### src/jp2bd_pkg.sv
package jp2bd_pkg;

  typedef enum logic [1:0] {
    PH_LEN  = 2'd0,
    PH_TYPE = 2'd1,
    PH_XL   = 2'd2,
    PH_PAY  = 2'd3
  } phase_e;

  typedef enum logic [1:0] {
    ST_OK    = 2'd0,
    ST_END   = 2'd1,
    ST_SHORT = 2'd2,
    ST_HALT  = 2'd3
  } status_e;

  localparam logic [63:0] HDR_BASIC = 64'd8;
  localparam logic [63:0] HDR_EXT   = 64'd16;
  localparam logic [63:0] LBOX_EXT  = 64'd1;
  localparam logic [2:0]  LBOX_LAST = 3'd3;
  localparam logic [2:0]  TBOX_LAST = 3'd3;
  localparam logic [2:0]  XL_LAST   = 3'd7;

  typedef struct packed {
    phase_e      phase;
    logic [2:0]  hdr_cnt;
    logic [63:0] len;
    logic [31:0] typ;
    logic [63:0] remain;
    logic        halted;
  } parse_state_t;

  typedef struct packed {
    logic [7:0]  byte_value;
    logic        in_payload;
    logic [31:0] box_type;
    logic [63:0] box_length;
    logic        header_done;
    logic        payload_first;
    logic        box_last;
    status_e     status;
  } result_t;

endpackage

### src/jp2bd_step.sv
module jp2bd_step
  import jp2bd_pkg::*;
(
  input  parse_state_t st_i,
  input  logic [7:0]   byte_i,
  output parse_state_t st_o,
  output result_t      res_o
);

  logic        fin;
  logic [63:0] fin_hdr;
  logic [63:0] len_new;
  logic [31:0] typ_new;

  always_comb begin
    st_o    = st_i;
    res_o   = '0;
    res_o.byte_value = byte_i;
    res_o.status     = ST_OK;
    fin     = 1'b0;
    fin_hdr = HDR_BASIC;
    typ_new = {st_i.typ[23:0], byte_i};
    len_new = {st_i.len[55:0], byte_i};

    if (st_i.halted) begin
      res_o.status = ST_HALT;
    end else begin
      case (st_i.phase)
        PH_TYPE: begin
          st_o.typ = typ_new;
          res_o.box_length = (st_i.len == LBOX_EXT) ? 64'd0 : st_i.len;
          if (st_i.hdr_cnt == TBOX_LAST) begin
            st_o.hdr_cnt = 3'd0;
            if (st_i.len == LBOX_EXT) begin
              res_o.box_type = typ_new;
              st_o.len       = 64'd0;
              st_o.phase     = PH_XL;
            end else begin
              fin     = 1'b1;
              fin_hdr = HDR_BASIC;
            end
          end else begin
            st_o.hdr_cnt = 3'(st_i.hdr_cnt + 3'd1);
          end
        end
        PH_XL: begin
          st_o.len = len_new;
          res_o.box_type = st_i.typ;
          if (st_i.hdr_cnt == XL_LAST) begin
            st_o.hdr_cnt = 3'd0;
            fin     = 1'b1;
            fin_hdr = HDR_EXT;
          end else begin
            st_o.hdr_cnt = 3'(st_i.hdr_cnt + 3'd1);
          end
        end
        PH_PAY: begin
          res_o.in_payload    = 1'b1;
          res_o.box_type      = st_i.typ;
          res_o.box_length    = st_i.len;
          res_o.payload_first = (st_i.hdr_cnt == 3'd1);
          st_o.hdr_cnt = 3'd0;
          st_o.remain  = st_i.remain - 64'd1;
          if (st_i.remain == 64'd1) begin
            res_o.box_last = 1'b1;
            st_o.phase     = PH_LEN;
            st_o.len       = 64'd0;
            st_o.typ       = 32'd0;
            st_o.remain    = 64'd0;
          end
        end
        default: begin
          // lbox is 32 bits, upper half stays clear
          st_o.len = {32'd0, st_i.len[23:0], byte_i};
          if (st_i.hdr_cnt == LBOX_LAST) begin
            st_o.hdr_cnt = 3'd0;
            if (st_o.len == 64'd0) begin
              res_o.status = ST_END;
              st_o.halted  = 1'b1;
            end else begin
              res_o.box_length = (st_o.len == LBOX_EXT) ? 64'd0 : st_o.len;
              st_o.phase = PH_TYPE;
            end
          end else begin
            st_o.hdr_cnt = 3'(st_i.hdr_cnt + 3'd1);
            st_o.phase   = PH_LEN;
          end
        end
      endcase

      // header complete: check length against header size
      if (fin) begin
        res_o.box_type    = st_o.typ;
        res_o.box_length  = st_o.len;
        res_o.header_done = 1'b1;
        if (st_o.len < fin_hdr) begin
          res_o.status = ST_SHORT;
          st_o.halted  = 1'b1;
        end else if (st_o.len == fin_hdr) begin
          res_o.box_last = 1'b1;
          st_o.phase     = PH_LEN;
          st_o.hdr_cnt   = 3'd0;
          st_o.len       = 64'd0;
          st_o.typ       = 32'd0;
          st_o.remain    = 64'd0;
        end else begin
          st_o.phase   = PH_PAY;
          st_o.hdr_cnt = 3'd1;
          st_o.remain  = st_o.len - fin_hdr;
        end
      end
    end
  end

endmodule

### src/jp2_box_header_deframer_top.sv
// jp2 box header deframer
// takes a jp2 file stream one byte word at a time on the in channel
// (in_valid_i / in_stall_o / data_byte_i) and gives one result word per byte
// on the out channel (out_valid_o / out_stall_i and the result fields)
// each result echoes the byte, tags it header or payload, and carries the
// current box type and length plus header_done, payload_first and box_last
// a zero lbox ends parsing (status 1); a length below the header size is
// flagged (status 2); after either, every byte returns status 3 until reset
// a byte taken is held in the input register, then the parse step writes its
// result into the result register
// throughput: one byte per clock while out_stall_i is low; the parse step is
// combinational, so consecutive bytes flow back to back
// when out_stall_i is high the result holds; the input register takes one
// more byte if it is empty, then in_stall_o rises until the result is taken
// reset (rst_ni low, async) empties both registers and returns the parser
// to the start of a box with no halt
module jp2_box_header_deframer_top
  import jp2bd_pkg::*;
(
  input  logic        clk_i,
  input  logic        rst_ni,
  input  logic        in_valid_i,
  output logic        in_stall_o,
  input  logic [7:0]  data_byte_i,
  output logic        out_valid_o,
  input  logic        out_stall_i,
  output logic [7:0]  byte_value_o,
  output logic        in_payload_o,
  output logic [31:0] box_type_o,
  output logic [63:0] box_length_o,
  output logic        header_done_o,
  output logic        payload_first_o,
  output logic        box_last_o,
  output logic [1:0]  status_o
);

  logic         in_valid_q;
  logic [7:0]   in_byte_q;
  parse_state_t st_q, st_d;
  result_t      res_d, res_q;
  logic         out_valid_q;
  logic         out_free;
  logic         load_out;
  logic         in_take;

  jp2bd_step u_step (
    .st_i   (st_q),
    .byte_i (in_byte_q),
    .st_o   (st_d),
    .res_o  (res_d)
  );

  assign out_free   = !out_valid_q || !out_stall_i;
  assign load_out   = in_valid_q && out_free;
  assign in_stall_o = in_valid_q && !out_free;
  assign in_take    = in_valid_i && !in_stall_o;

  always_ff @(posedge clk_i or negedge rst_ni) begin
    if (!rst_ni) begin
      in_valid_q     <= 1'b0;
      out_valid_q    <= 1'b0;
      st_q.phase     <= PH_LEN;
      st_q.hdr_cnt   <= 3'd0;
      st_q.len       <= 64'd0;
      st_q.typ       <= 32'd0;
      st_q.remain    <= 64'd0;
      st_q.halted    <= 1'b0;
    end else begin
      if (in_take) begin
        in_valid_q <= 1'b1;
      end else if (load_out) begin
        in_valid_q <= 1'b0;
      end
      if (load_out) begin
        out_valid_q <= 1'b1;
        st_q        <= st_d;
      end else if (!out_stall_i) begin
        out_valid_q <= 1'b0;
      end
    end
  end

  always_ff @(posedge clk_i) begin
    if (in_take) begin
      in_byte_q <= data_byte_i;
    end
    if (load_out) begin
      res_q <= res_d;
    end
  end

  assign out_valid_o     = out_valid_q;
  assign byte_value_o    = res_q.byte_value;
  assign in_payload_o    = res_q.in_payload;
  assign box_type_o      = res_q.box_type;
  assign box_length_o    = res_q.box_length;
  assign header_done_o   = res_q.header_done;
  assign payload_first_o = res_q.payload_first;
  assign box_last_o      = res_q.box_last;
  assign status_o        = res_q.status;

endmodule

### config.mk
export PLATFORM = sky130hd
export DESIGN_NAME = jp2_box_header_deframer_top
export DESIGN_NICKNAME = d
export VERILOG_FILES = /design/src/jp2bd_pkg.sv /design/src/jp2bd_step.sv /design/src/jp2_box_header_deframer_top.sv
export SDC_FILE = /design/constraint.sdc
export NUM_CORES = 1
export LEC_CHECK = 0
export BUFFER_PORTS_ARGS = -buffer_cell sky130_fd_sc_hd__buf_2
export CORE_ASPECT_RATIO = 0.7
export CORE_MARGIN = 1.5
export CORE_UTILIZATION = 35
export DETAILED_ROUTE_END_ITERATION = 12
export GPL_TIMING_DRIVEN = 1
export SETUP_SLACK_MARGIN = 0.3
export SKIP_CTS_REPAIR_TIMING = 1
export SLEW_MARGIN = 20
export SYNTH_ARGS = -nofsm -noshare
export SYNTH_HDL_FRONTEND = slang
export SYNTH_HIERARCHICAL = 1
export SYNTH_SLANG_ARGS = --single-unit
### constraint.sdc
create_clock -name clk_i -period 7.6 [get_ports clk_i]
set_clock_uncertainty 0.2 [all_clocks]
set_input_delay 1.14 -clock clk_i [delete_from_list [all_inputs] [get_ports clk_i]]
set_output_delay 1.14 -clock clk_i [all_outputs]
set_load 0.01 [all_outputs]
==> results of run 1 <==
==> per-layer routing <==
| metal | vias to the layer above | track usage | wire length, µm |
|---|---|---|---|
| li1 | 8350 | - | - |
| met1 | 9658 | 0.400 | 35800 |
| met2 | 1107 | 0.362 | 32100 |
| met3 | 125 | 0.0539 | 8010 |
| met4 | 0 | 0.0550 | 1700 |
| met5 | - | 0 | 0 |
==> through the flow <==
| stage | worst slack, ps | util | power (mW) | hold WS [ps] |
|---|---|---|---|---|
| after CTS | 1210 | 0.391 | 6.91 | 304 |
| after floorplan | 2210 | - | 4.28 | 252 |
| after global routing | 681 | 0.391 | 7.34 | 313 |
| after detailed placement | 1250 | 0.373 | 5.36 | 293 |
| after global placement | 1260 | 0.373 | 5.29 | 260 |
| final | 995 | 0.391 | 7.00 | 302 |
==> state kept, by name, indices dropped and copies added (netlist names) <==
signal and cells:
in_valid_q 1, st_q 166, in_payload_o 1, in_byte_q 8, header_done_o 1, box_last_o 1
box_type_o 32, byte_value_o 8, out_valid_o 1, payload_first_o 1, status_o 2, box_length_o 64
==> critical path: cells and delay by family, from the launching register on <==
kind | cells | cell delay [ps]
simple gates | 9 | 3150
mux | 1 | 280
buf+inv | 1 | 280
fa+ha+maj | 1 | 290
compound gates | 5 | 1830
flops | 1 | 430
==> path summary, 6_finish.rpt <==
path | depth (start not counted) | startpoint | slack [ps] | end
worst min register to register | 1 | in_valid_q$_DFFE_PN0P_ | 300 | out_valid_o$_DFFE_PN0P_
worst max-delay path | 17 | st_q[55]$_DFFE_PN0P_ | 1000 | st_q[165]$_DFFE_PN0P_
worst max register to register | 17 | st_q[55]$_DFFE_PN0P_ | 1000 | st_q[165]$_DFFE_PN0P_
max in group asynchronous | 2 | rst_ni | 5450 | st_q[139]$_DFFE_PN0P_
worst min-delay path | 1 | in_valid_q$_DFFE_PN0P_ | 300 | out_valid_o$_DFFE_PN0P_
min in group asynchronous | 1 | rst_ni | 370 | st_q[76]$_DFFE_PN0P_
==> Yosys cell counts (6+ instances only) <==
library cell,instances
sky130_fd_sc_hd__o31a_1,10
sky130_fd_sc_hd__edfxtp_1,118
sky130_fd_sc_hd__a21o_1,8
sky130_fd_sc_hd__xor2_1,20
sky130_fd_sc_hd__inv_1,38
sky130_fd_sc_hd__a21oi_1,92
sky130_fd_sc_hd__and2_1,9
sky130_fd_sc_hd__o211ai_1,37
sky130_fd_sc_hd__o221ai_1,20
sky130_fd_sc_hd__nor2_1,218
sky130_fd_sc_hd__mux2_2,66
sky130_fd_sc_hd__nor4_1,39
sky130_fd_sc_hd__o21ai_0,80
sky130_fd_sc_hd__a31oi_1,35
sky130_fd_sc_hd__a221oi_1,64
sky130_fd_sc_hd__o31ai_1,13
sky130_fd_sc_hd__ha_1,13
sky130_fd_sc_hd__dfrtp_1,168
sky130_fd_sc_hd__a21boi_0,7
sky130_fd_sc_hd__xnor2_1,25
sky130_fd_sc_hd__buf_1,17
sky130_fd_sc_hd__or3_1,32
sky130_fd_sc_hd__clkbuf_1,152
sky130_fd_sc_hd__a211oi_1,21
sky130_fd_sc_hd__or4_1,13
sky130_fd_sc_hd__mux2_1,129
sky130_fd_sc_hd__a22oi_1,69
sky130_fd_sc_hd__a32oi_1,25
sky130_fd_sc_hd__and3_1,13
sky130_fd_sc_hd__nand3_1,81
sky130_fd_sc_hd__buf_6,15
sky130_fd_sc_hd__nand2b_1,8
sky130_fd_sc_hd__buf_4,11
sky130_fd_sc_hd__nand2_1,132
sky130_fd_sc_hd__nor3_1,67
sky130_fd_sc_hd__a22o_1,102
sky130_fd_sc_hd__buf_2,17
sky130_fd_sc_hd__o22ai_1,12
sky130_fd_sc_hd__nand4b_1,6
sky130_fd_sc_hd__nand4_1,39
sky130_fd_sc_hd__or2_2,22
sky130_fd_sc_hd__o21a_1,7
==> kinds of logic (layout without fill, tap and decap cells) <==
logic type / after synthesis / after routing
flops: 286 / 286
other cells: 0 / 2
mux: 198 / 198
simple gates: 720 / 720
fa+ha+maj: 14 / 14
xor+xnor: 45 / 45
compound gates: 648 / 648
buf+inv: 253 / 272
==> power by group through the flow <==
stage               Sequential [mW]  Combinational [mW]  Clock [mW]
floorplan                      2.22                2.06           0
global placement               2.43                2.86           0
detailed placement             2.45                2.90           0
global route                   2.50                3.21        1.64
CTS                            2.42                2.92        1.57
finish                         2.45                3.01        1.54
==> cells in the final DEF (no fill, tap or decap), types with 8 or more instances in the layout <==
master / instances
sky130_fd_sc_hd__nor2_1: 214
sky130_fd_sc_hd__dfrtp_1: 167
sky130_fd_sc_hd__nand2_1: 131
sky130_fd_sc_hd__mux2_1: 129
sky130_fd_sc_hd__buf_2: 122
sky130_fd_sc_hd__edfxtp_1: 118
sky130_fd_sc_hd__a22o_1: 102
sky130_fd_sc_hd__a21oi_1: 87
sky130_fd_sc_hd__nand3_1: 81
sky130_fd_sc_hd__o21ai_0: 80
sky130_fd_sc_hd__a22oi_1: 69
sky130_fd_sc_hd__mux2_2: 66
sky130_fd_sc_hd__nor3_1: 66
sky130_fd_sc_hd__a221oi_1: 64
sky130_fd_sc_hd__buf_4: 51
sky130_fd_sc_hd__nor4_1: 39
sky130_fd_sc_hd__nand4_1: 39
sky130_fd_sc_hd__inv_1: 38
sky130_fd_sc_hd__o211ai_1: 37
sky130_fd_sc_hd__a31oi_1: 33
sky130_fd_sc_hd__clkbuf_16: 32
sky130_fd_sc_hd__or3_1: 32
sky130_fd_sc_hd__a32oi_1: 25
sky130_fd_sc_hd__xnor2_1: 25
sky130_fd_sc_hd__or2_2: 22
sky130_fd_sc_hd__a211oi_1: 21
sky130_fd_sc_hd__xor2_1: 20
sky130_fd_sc_hd__o221ai_1: 20
sky130_fd_sc_hd__or4_1: 13
sky130_fd_sc_hd__and3_1: 13
sky130_fd_sc_hd__o31ai_1: 13
sky130_fd_sc_hd__o22ai_1: 12
sky130_fd_sc_hd__ha_1: 11
sky130_fd_sc_hd__o31a_1: 10
sky130_fd_sc_hd__and2_1: 9
sky130_fd_sc_hd__nand2b_1: 8
==> layout make-up <==
cell class	count	area, µm²
clock buffers	40	881
repair buffers	176	1040
clock inverters	17	135
flip-flops and latches	286	7750
fillers	5640	34600
multi-input cells	1625	11300
well taps	750	938
diodes	2	5.00
inverters	39	146
==> impl_metrics.ini, run 1 <==
[yosys]
synth_compound_gate_area_share = 0.238
yosys-top-cells-area = sky130_fd_sc_hd__dfrtp_1 (21%), sky130_fd_sc_hd__edfxtp_1 (18%), sky130_fd_sc_hd__mux2_1 (7.2%)
synth_xor_area_frac = 0.0196
ys_ff_latch = 286
synthesis.instances = 2164
synth_top_flop_cell = sky130_fd_sc_hd__dfrtp_1
synth_top_family_by_area = compound AO/OA/AOI/OAI gates
synthesized_area_divided_by_synthesized_cell_count_um2 = 9.30
netlist-cell-type-count = 90
synth.cell_area_um2 = 20100
synth_mux_area_frac = 0.111
yosysWarningCount = 6
synth_top_area_cell = sky130_fd_sc_hd__dfrtp_1
async_s_r_ff_share_synth = 0.587
ys_seq_area_frac = 0.385
number_of_flops_mapped_to_enable_cells_by_yosys = 118
synth_simple_gate_area_share = 0.182
synth_top_area_frac = 0.209
syn-num-nets = 2190
synth_fa_ha_area_frac = 0.00908

[critical_path]
worstPathMaxFanout = 20
critical_path.cell_chain = or4_4 > nor3_1 > and4_1 > buf_4 > nor2_1 > a211o_1 > a22o_1 > ha_1 > nor2b_1 > nor2_1 > nand4_2 > or2_0 > nor3_1 > a31oi_2 > o311ai_0 > o21ai_0 > mux2_2
signal_arrival_time_at_the_worst_endpoint_ps = 6870
timing.setup.critical_path_class = reg2reg
critPathRequiredTime_ps = 7870
endpoint_kind = register
critical_path.startpoint_type = register
cpMaxStageDelayCell = sky130_fd_sc_hd__nor3_1
crit_path_max_incr_delay_ps = 700

[cts]
h-tree-depth = 1
clock_tree.buffer_depth = 3
worst_skew_pair.late_latency_ps = 590
clkSlewWorstSetupHoldPaths_ps = 70
cts_buffers = 31
clockRootBuffer = sky130_fd_sc_hd__clkbuf_16
cts_tree = built
clock_tree_sinks = 286

[floorplan]
row_count = 73
initial_core_util = 0.354
die_h_um = 204
top_level_ports = 124
fp.coreArea_um2 = 56800
die_w_um = 290
floorplan.die_area_um2 = 59000

[sta]
fin_hold_viols = 0
fin_crit_ps = 6600
max_slew_margin = 0.237
timing.final.setup_violations = 0
worst_slew_pin_tran_ps = 1150
unrepaired_setup_endpoints_after_global_routing = false
setup-tns-final_ps = 0
post-route-period-util = 0.869
report.final.slew_viol_count = 0
max_freq_ghz = 0.151

[drt]
post_drt_wl_per_cell_um = 26.4
ant_nets = 0
postRouteWirelength_mm = 77.6
drc = 0
num_vias = 19200
count_of_routing_violations_after_the_opening_detailed_route_iteration = 2398
drt_first_pass_iters = 6
avgViaCountPerCell = 6.56

[placed_design]
globalplace.congestion = 0.954
buffer_ports.inserted = 123
placedCellCount = 2876
placed_area_um2 = 21200
place_hpwl_mm = 53.9

[pwr]
power_frac_comb = 0.430
power.switching_fraction = 0.458
switching_power_mw = 3.21
sequentialPowerShare = 0.349
p_clk_frac = 0.220
powerDensity_nw_per_um2 = 315
peakVddDrop_uv = 242
leakage_power_nw = 8.96
internal-power_mw = 3.80

[grt]
largest_net_degree_at_the_start_of_global_routing = 183
global_route_wire_length_before_repair_mm = 117
vias_in_the_first_global_route = 18100
grt.total_usage = 0.258
globalRoute.totalOverflow = 0
grt_antenna_before_repair = 5

[final_layout]
layout.cells.non_filler = 2935
fin_nets = 2185
final_cell_area_um2 = 22200
post_route_cells_drive_above_1_share = 0.168
synthToLayoutAreaGrowth_pct = 10.4

[flow_run]
drv.max_cap_violation_count = 0

[outcome]
status = finished, final reports clean

[hold_path]
worst_hold_path_type = reg2reg
No activity file was read; power rests on OpenSTA's default activity.
==> run 2: changes to the inputs <==
--- a/config.mk
+++ b/config.mk
@@ -11,6 +11,7 @@
 export CORE_UTILIZATION = 35
 export DETAILED_ROUTE_END_ITERATION = 12
 export GPL_TIMING_DRIVEN = 1
+export REMOVE_ABC_BUFFERS = 1
 export SETUP_SLACK_MARGIN = 0.3
 export SKIP_CTS_REPAIR_TIMING = 1
 export SLEW_MARGIN = 20
==> impl_metrics.ini, run 2 (synthesized netlist as in run 1, its figures left out) <==
[cts]
clockRootBuffer = sky130_fd_sc_hd__clkbuf_16
cts_buffers = 30
clkSlewWorstSetupHoldPaths_ps = 60
cts_tree = built
clock_tree_sinks = 286
clock_tree.buffer_depth = 3
worst_skew_pair.late_latency_ps = 600
h-tree-depth = 1

[critical_path]
critical_path.startpoint_type = register
critPathRequiredTime_ps = 7880
worstPathMaxFanout = 20
signal_arrival_time_at_the_worst_endpoint_ps = 7000
timing.setup.critical_path_class = reg2reg
endpoint_kind = register

[final_layout]
fin_nets = 2188
post_route_cells_drive_above_1_share = 0.168
regMostFlops = st_q
largest_register_ffs = 166
layout.cells.most_common_list = sky130_fd_sc_hd__nor2_1 (214), sky130_fd_sc_hd__dfrtp_1 (167), sky130_fd_sc_hd__nand2_1 (130), sky130_fd_sc_hd__mux2_1 (129), sky130_fd_sc_hd__buf_2 (122)
fin_util = 0.391
layout_commonest_cell = sky130_fd_sc_hd__nor2_1
synthToLayoutAreaGrowth_pct = 10.5

[drt]
ant_nets = 0
num_vias = 19100
drt_first_pass_iters = 7
postRouteWirelength_mm = 75.3
post_drt_wl_per_cell_um = 25.6
avgViaCountPerCell = 6.51
drc = 0
count_of_routing_violations_after_the_opening_detailed_route_iteration = 2595

[sta]
max_slew_margin = 0.229
timing.final.setup_violations = 0
worst_slew_pin_tran_ps = 1160
fin_hold_viols = 0
setup-tns-final_ps = 0
post-route-period-util = 0.884
report.final.slew_viol_count = 0
fin_crit_ps = 6720
max_freq_ghz = 0.149
unrepaired_setup_endpoints_after_global_routing = false

[floorplan]
top_level_ports = 124
floorplan.die_area_um2 = 59000
die_w_um = 290
fp.coreArea_um2 = 56800
initial_core_util = 0.354
row_count = 73
die_h_um = 204

[placed_design]
globalplace.congestion = 0.949
buffer_ports.inserted = 123
place_hpwl_mm = 50.9

[grt]
grt_antenna_before_repair = 0
largest_net_degree_at_the_start_of_global_routing = 173
global_route_wire_length_before_repair_mm = 114
vias_in_the_first_global_route = 17800
grt.total_usage = 0.249
globalRoute.totalOverflow = 0

[pwr]
powerDensity_nw_per_um2 = 314
leakage_power_nw = 8.97
peakVddDrop_uv = 197

[flow_run]
drv.max_cap_violation_count = 0

[hold_path]
worst_hold_path_type = reg2reg

[outcome]
status = finished, final reports clean
[run 2: cell count changes in the layout (fill, tap and decap cells not counted), moves of 2 or more]
cell / delta
sky130_fd_sc_hd__buf_4: +4
sky130_fd_sc_hd__clkbuf_1: +4
sky130_fd_sc_hd__clkinv_2: -3
sky130_fd_sc_hd__clkbuf_16: -2
sky130_fd_sc_hd__clkinv_4: -2
[run 2: area by class of cell]
cell class,instances,area [µm²]
Antenna cell,1,2.50
Timing Repair Buffer,180,1070
Tap cell,750,938
Multi-Input combinational cell,1625,11300
Clock buffer,43,860
Clock inverter,13,140
Inverter,39,146
Sequential cell,286,7750
Fill cell,5716,34600
[run 2: metal layers]
metal  up-vias  routed length, µm  track usage
met3       148               7610       0.0496
met4         0               2120       0.0642
met2      1117              32000        0.364
met1      9519              33600        0.373
met5         -                  0            0
li1       8346                  -            -
[run 2: per-stage QoR]
stage	instance area, µm²	total power [mW]	cells	hold slack (ps)	worst slack, ps
after detailed placement	21200	5.35	2880	274	1300
after floorplan	19100	4.18	1950	252	-121
final	22200	6.98	2937	283	885
after CTS	22200	6.90	2936	287	1270
after global routing	22200	7.32	2936	312	785
after global placement	21200	5.29	2880	269	1430
[run 2: worst paths after layout]
check	startpoint	to	slack [ps]	cells after the start
setup / recovery	st_q[55]$_DFFE_PN0P_	st_q[165]$_DFFE_PN0P_	880	17
hold / removal	in_valid_q$_DFFE_PN0P_	out_valid_o$_DFFE_PN0P_	280	1
setup reg to reg	st_q[55]$_DFFE_PN0P_	st_q[165]$_DFFE_PN0P_	880	17
hold reg to reg	in_valid_q$_DFFE_PN0P_	out_valid_o$_DFFE_PN0P_	280	1
max in group asynchronous	rst_ni	st_q[0]$_DFFE_PN0P_	5420	2
min in group asynchronous	rst_ni	st_q[115]$_DFFE_PN0P_	320	1
[run 2: where the power goes]
group	total (mW)	leakage (nW)	switching, mW	internal [mW]
Combinational	3.02	5.06	1.98	1.04
Clock	1.53	0.483	0.669	0.856
Sequential	2.43	3.43	0.507	1.92
Total	6.98	8.97	3.16	3.82
[run 2: critical path, cell delays in order, from the launching register on]
cell,delay [ps]
sky130_fd_sc_hd__dfrtp_1,420
sky130_fd_sc_hd__or4_4,590
sky130_fd_sc_hd__nor3_1,590
sky130_fd_sc_hd__and4_1,290
sky130_fd_sc_hd__buf_4,310
sky130_fd_sc_hd__nor2_1,110
sky130_fd_sc_hd__a211o_1,370
sky130_fd_sc_hd__a22o_1,290
sky130_fd_sc_hd__ha_1,300
sky130_fd_sc_hd__nor2b_1,170
sky130_fd_sc_hd__nor2_1,170
sky130_fd_sc_hd__nand4_2,220
sky130_fd_sc_hd__or2_0,300
sky130_fd_sc_hd__nor3_1,690
sky130_fd_sc_hd__a31oi_2,630
sky130_fd_sc_hd__o311ai_0,480
sky130_fd_sc_hd__o21ai_0,150
sky130_fd_sc_hd__mux2_2,290
